==> src/rtl/mic_pkg.sv <==
// shared types and constants for the multiset intersection counter
package mic_pkg;
   localparam int unsigned ENTRIES   = 1024;
   localparam int unsigned IDX_W     = (ENTRIES > 2) ? $clog2(ENTRIES) : 1;
   localparam bit          IS_POW2   = ((ENTRIES & (ENTRIES - 1)) == 0);
   localparam int unsigned COUNT_W   = 11;
   localparam logic [COUNT_W-1:0] COUNT_MAX = '1;
   localparam logic [31:0] HASH_MUL  = 32'd2654435761;

   // reciprocal of the table size for the hash remainder, scaled by 2^HASH_SHIFT
   localparam int unsigned HASH_SHIFT = 32 + IDX_W;
   localparam logic [32:0] HASH_RECIP = 33'((64'd1 << HASH_SHIFT) / 64'(ENTRIES));

   // action codes on the request side
   localparam logic [1:0] ACT_LOAD  = 2'd0;
   localparam logic [1:0] ACT_PROBE = 2'd1;
   localparam logic [1:0] ACT_CLEAR = 2'd2;

   typedef enum logic [1:0] {
      OP_LOAD  = 2'd0,
      OP_PROBE = 2'd1,
      OP_CLEAR = 2'd2,
      OP_NOP   = 2'd3
   } op_type;

   typedef struct packed {
      logic [1:0]         action;
      logic signed [31:0] value;
   } req_type;

   typedef struct packed {
      logic signed [31:0] echo_value;
      logic               matched;
      logic               status;
   } rsp_type;

   typedef struct packed {
      op_type      op;
      logic [31:0] value;
   } work_type;

   typedef struct packed {
      logic               occupied;
      logic [COUNT_W-1:0] count;
      logic [31:0]        key;
   } entry_type;

   localparam int unsigned ENTRY_W = $bits(entry_type);
endpackage

==> src/rtl/mic_front.sv <==
// front end: request queue and action decode
module mic_front (
   input  logic              clock,
   input  logic              reset,
   input  logic              req_push,
   input  mic_pkg::req_type  req_data,
   output logic              req_full,
   output logic              item_valid,
   output mic_pkg::work_type item,
   input  logic              item_take
);
   import mic_pkg::*;

   work_type   q_ff [2];
   logic       wr_ptr_ff, wr_ptr_in;
   logic       rd_ptr_ff, rd_ptr_in;
   logic [1:0] cnt_ff, cnt_in;
   logic       push, pop;
   work_type   classified;

   // decode the action into an operation
   always_comb begin
      classified.value = req_data.value;
      unique case (req_data.action)
         ACT_LOAD:  classified.op = OP_LOAD;
         ACT_PROBE: classified.op = OP_PROBE;
         ACT_CLEAR: classified.op = OP_CLEAR;
         default:   classified.op = OP_NOP;
      endcase
   end

   assign req_full   = (cnt_ff == 2'd2);
   assign item_valid = (cnt_ff != 2'd0);
   assign item       = q_ff[rd_ptr_ff];
   assign push       = req_push && !req_full;
   assign pop        = item_take && item_valid;

   // queue pointers
   always_comb begin
      wr_ptr_in = push ? !wr_ptr_ff : wr_ptr_ff;
      rd_ptr_in = pop ? !rd_ptr_ff : rd_ptr_ff;
      cnt_in    = cnt_ff + 2'(push) - 2'(pop);
   end

   always_ff @(posedge clock) begin
      if (reset) begin
         wr_ptr_ff <= 1'b0;
         rd_ptr_ff <= 1'b0;
         cnt_ff    <= 2'd0;
      end else begin
         wr_ptr_ff <= wr_ptr_in;
         rd_ptr_ff <= rd_ptr_in;
         cnt_ff    <= cnt_in;
      end
   end

   // queue storage
   always_ff @(posedge clock) begin
      if (push) begin
         q_ff[wr_ptr_ff] <= classified;
      end
   end
endmodule

==> config.mk <==
export PLATFORM = sky130hd
export DESIGN_NAME = mic_front
export DESIGN_NICKNAME = d
export VERILOG_FILES = /design/src/rtl/mic_pkg.sv /design/src/rtl/mic_front.sv
export SDC_FILE = /design/constraint.sdc
export NUM_CORES = 1
export LEC_CHECK = 0
export ABC_AREA = 1
export BUFFER_PORTS_ARGS = -buffer_cell sky130_fd_sc_hd__buf_4
export CAP_MARGIN = 20
export CORE_AREA = 2 2 82 84
export CTS_CLUSTER_DIAMETER = 60
export DETAILED_ROUTE_END_ITERATION = 12
export DIE_AREA = 0 0 84 86
export PLACE_DENSITY = 0.79
export SETUP_SLACK_MARGIN = 0.02
export SLEW_MARGIN = 15
export SYNTH_ARGS = -nofsm -noshare
export SYNTH_HDL_FRONTEND = slang
export SYNTH_SLANG_ARGS = --single-unit
==> constraint.sdc <==
create_clock -name clock -period 2.49 [get_ports clock]
set_input_delay 0.249 -clock clock [delete_from_list [all_inputs] [get_ports clock]]
set_output_delay 0.249 -clock clock [all_outputs]
set_load 0.02 [all_outputs]
==> out/qor.yml <==
critical_path:
  slowest_delay_ps: 690
  worstPathRequired_ps: 2240
  worstSetupStartpointType: "flip-flop"
  cp_max_fo: 18
  ff2ff_path_depth: 5
  critPathTopFamily: "flip-flops"
  path_class: "reg -> out"
  cp.depth: 3
  critPathBufInv: 2
  end_kind: "primary output"
  arrival_ps: 1760
  cp_cell_sequence: "buf_12 -> mux2_4 -> buf_4"
  cp_slowest_cell: "dfxtp_2"
detailed_routing:
  vias: 1437
  drcViolationCount: 0
  postRouteAntennaNets: 0
  vias_per_cell: 4.621
  dr.first_iter.drc_count: 54
  dr.pass1.iters: 4
  drt-total-wl_um: 4467
  routedWlPerCell_um: 14.36
yosys:
  syn_avg_cell_area_um2: 19.51
  yosysTopAreaCellShare_pct: 71.20
  syn_inst: 147
  yosys_register_bits: 73
  synth_top_area_cell: "edfxtp_1"
  synthesis.area_mm2: 0.002868
  seq_area_frac_synth_pct: 74.69
  syn-num-nets: 187
  yosys_warnings: 0
  synth_area_leaders: "edfxtp_1 71%, mux2_4 16%, dfxtp_1 3.5%, buf_12 2.1%, mux2_2 1.6%"
  synth_cell_type_count: 13
cells_and_area:
  stdcell_area_mm2: 0.003652
  post_route_cells_drive_above_1_share_pct: 52.99
  syn_to_final_growth_pct: 27.36
  final_nets: 269
  fin_util_pct: 58.18
  most-common-layout-cells: "75 x buf_4, 68 x edfxtp_1, 30 x mux2_4"
  n_antenna_cell: 0
  num-fill-cells: 483
  final_common_cell: "buf_4"
min_path:
  hp-class: "in -> reg"
  worstHoldPathCells: 2
clock_tree:
  path_clk_slew_ps: 70
  postCtsHoldBufs: 0
  post_cts_buffers: 0
  numCtsBuffers: 9
  cts_tree: "built"
  worstSkewPairLatency_ps: 320
  cts_max_path_buffers: 2
  ctsHtreeMaxLevel: 3
  cts_resized: 0
  cts_root_buf: "clkbuf_8"
  clock-sinks: 73
sta:
  clock_skew_ps: 8.629
  slew_headroom_pct: 61.97
  slew_viol_final: 0
  fin_crit_sh_pct: 80.53
  hold_violations: 0
  min_period_ps: 2005
  max_freq_mhz: 498.7
  tightest_slew_ps: 570.5
  tns_ps: 0
  setup_viol: 0
  rsz0062_at_grt: "false"
pwr:
  totalPowerFinal_uw: 3581
  powerDensity_mw_per_mm2: 980.6
  p_leak_uw: 0.001475
  ir_drop_v: 0.0004979
grt:
  grt_max_degree: 21
  grtUsageTotal_pct: 12.90
  grt_pass1_vias: 1435
  grt_overflow: 0
  grt_pass1_wl_um: 6844
  antenna_found_initial: 0
floorplanning:
  die_h_um: 86
  initial_utilization_pct: 45.68
  core_area_mm2: 0.006277
  die-area_mm2: 0.007224
  rows: 29
  boundaryPins: 74
  die_w_um: 84
placed_design:
  dpl-instance-area_mm2: 0.003497
  hpwl_um: 3248
  portBuffers: 73
  gp_congestion: 0.7237
run:
  maxCapViolations: 0
outcome:
  outcome: "complete, no violations"
cell type report:
cell class	instances	area [um^2]	share of cell area (%)
sequential	73	2143	58.68
multi-input combinational	58	616.8	16.89
timing repair buffer	77	603.1	16.51
clock buffer	12	135.1	3.700
tap	77	96.34	2.638
inverter	10	37.54	1.028
clock inverter	4	20.02	0.5481
sequential cells by signal, summed over array words and instances, names as in the netlist, named ones only:
register,flops
rd_ptr_ff,1
cnt_ff,2
q_ff,68
wr_ptr_ff,1
cell families after synthesis:
logic type                 count (synthesis)  synth area share [%]
DFF                                       73                 74.69
muxes                                     34                 17.28
and+or+nand+nor                           20                 2.748
buffers and inverters                     16                 4.058
AOI/OAI and AO/OA                          2                0.3491
adders and majority gates                  2                0.8725
layer usage:
metal  vias to the layer above  GRT usage, %  part of all wire [%]
met1                       670         13.72                    39
met3                        13         3.561                   5.6
met4                         0         8.798                   3.4
met5                         -             0                     0
li1                        703             -                     -
met2                        51         22.40                    52
cells in the mapped netlist, drive strengths merged:
master and number:
inv 10, nor2 9, edfxtp 68, ha 2
a21oi 2, dfxtp 5, nand3 3, nand2 8
buf 4, clkbuf 2, mux2 34
metrics by stage:
| step | hold WS, ps | instances | setup slack, ps |
|---|---|---|---|
| after floorplan | 320.2 | 147 | 69.05 |
| after global placement | 416.4 | 295 | 805.2 |
| after detailed placement | 416.7 | 295 | 792.3 |
| after CTS | 56.34 | 311 | 429.2 |
| after global routing | 49.97 | 311 | 388.6 |
| final | 76.01 | 311 | 484.7 |
final timing paths:
path	start	endpoint	slack, ps
max	flip-flop	item[10]	480
min	reset	cnt_ff[0]$_SDFF_PP0_	80
max reg2reg	cnt_ff[0]$_SDFF_PP0_	q_ff[0][6]$_DFFE_PP_	880
min reg2reg	rd_ptr_ff$_SDFFE_PP0P_	rd_ptr_ff$_SDFFE_PP0P_	510
report_power, final:
part / switching, uW / total, uW / leakage (uW) / internal, uW
logic: 588 / 1190 / 0.000722 / 607
clock network: 377 / 731 / 0.0000754 / 354
registers: 95.8 / 1660 / 0.000677 / 1560
worst reg2reg max path: stages, from the launching register on:
cell and delay (ps):
dfxtp_1 360, inv_1 60, nand2_1 120, nand2_1 130
nor2_4 400, buf_12 230
Note: power is estimated with default switching activity, not from simulation.
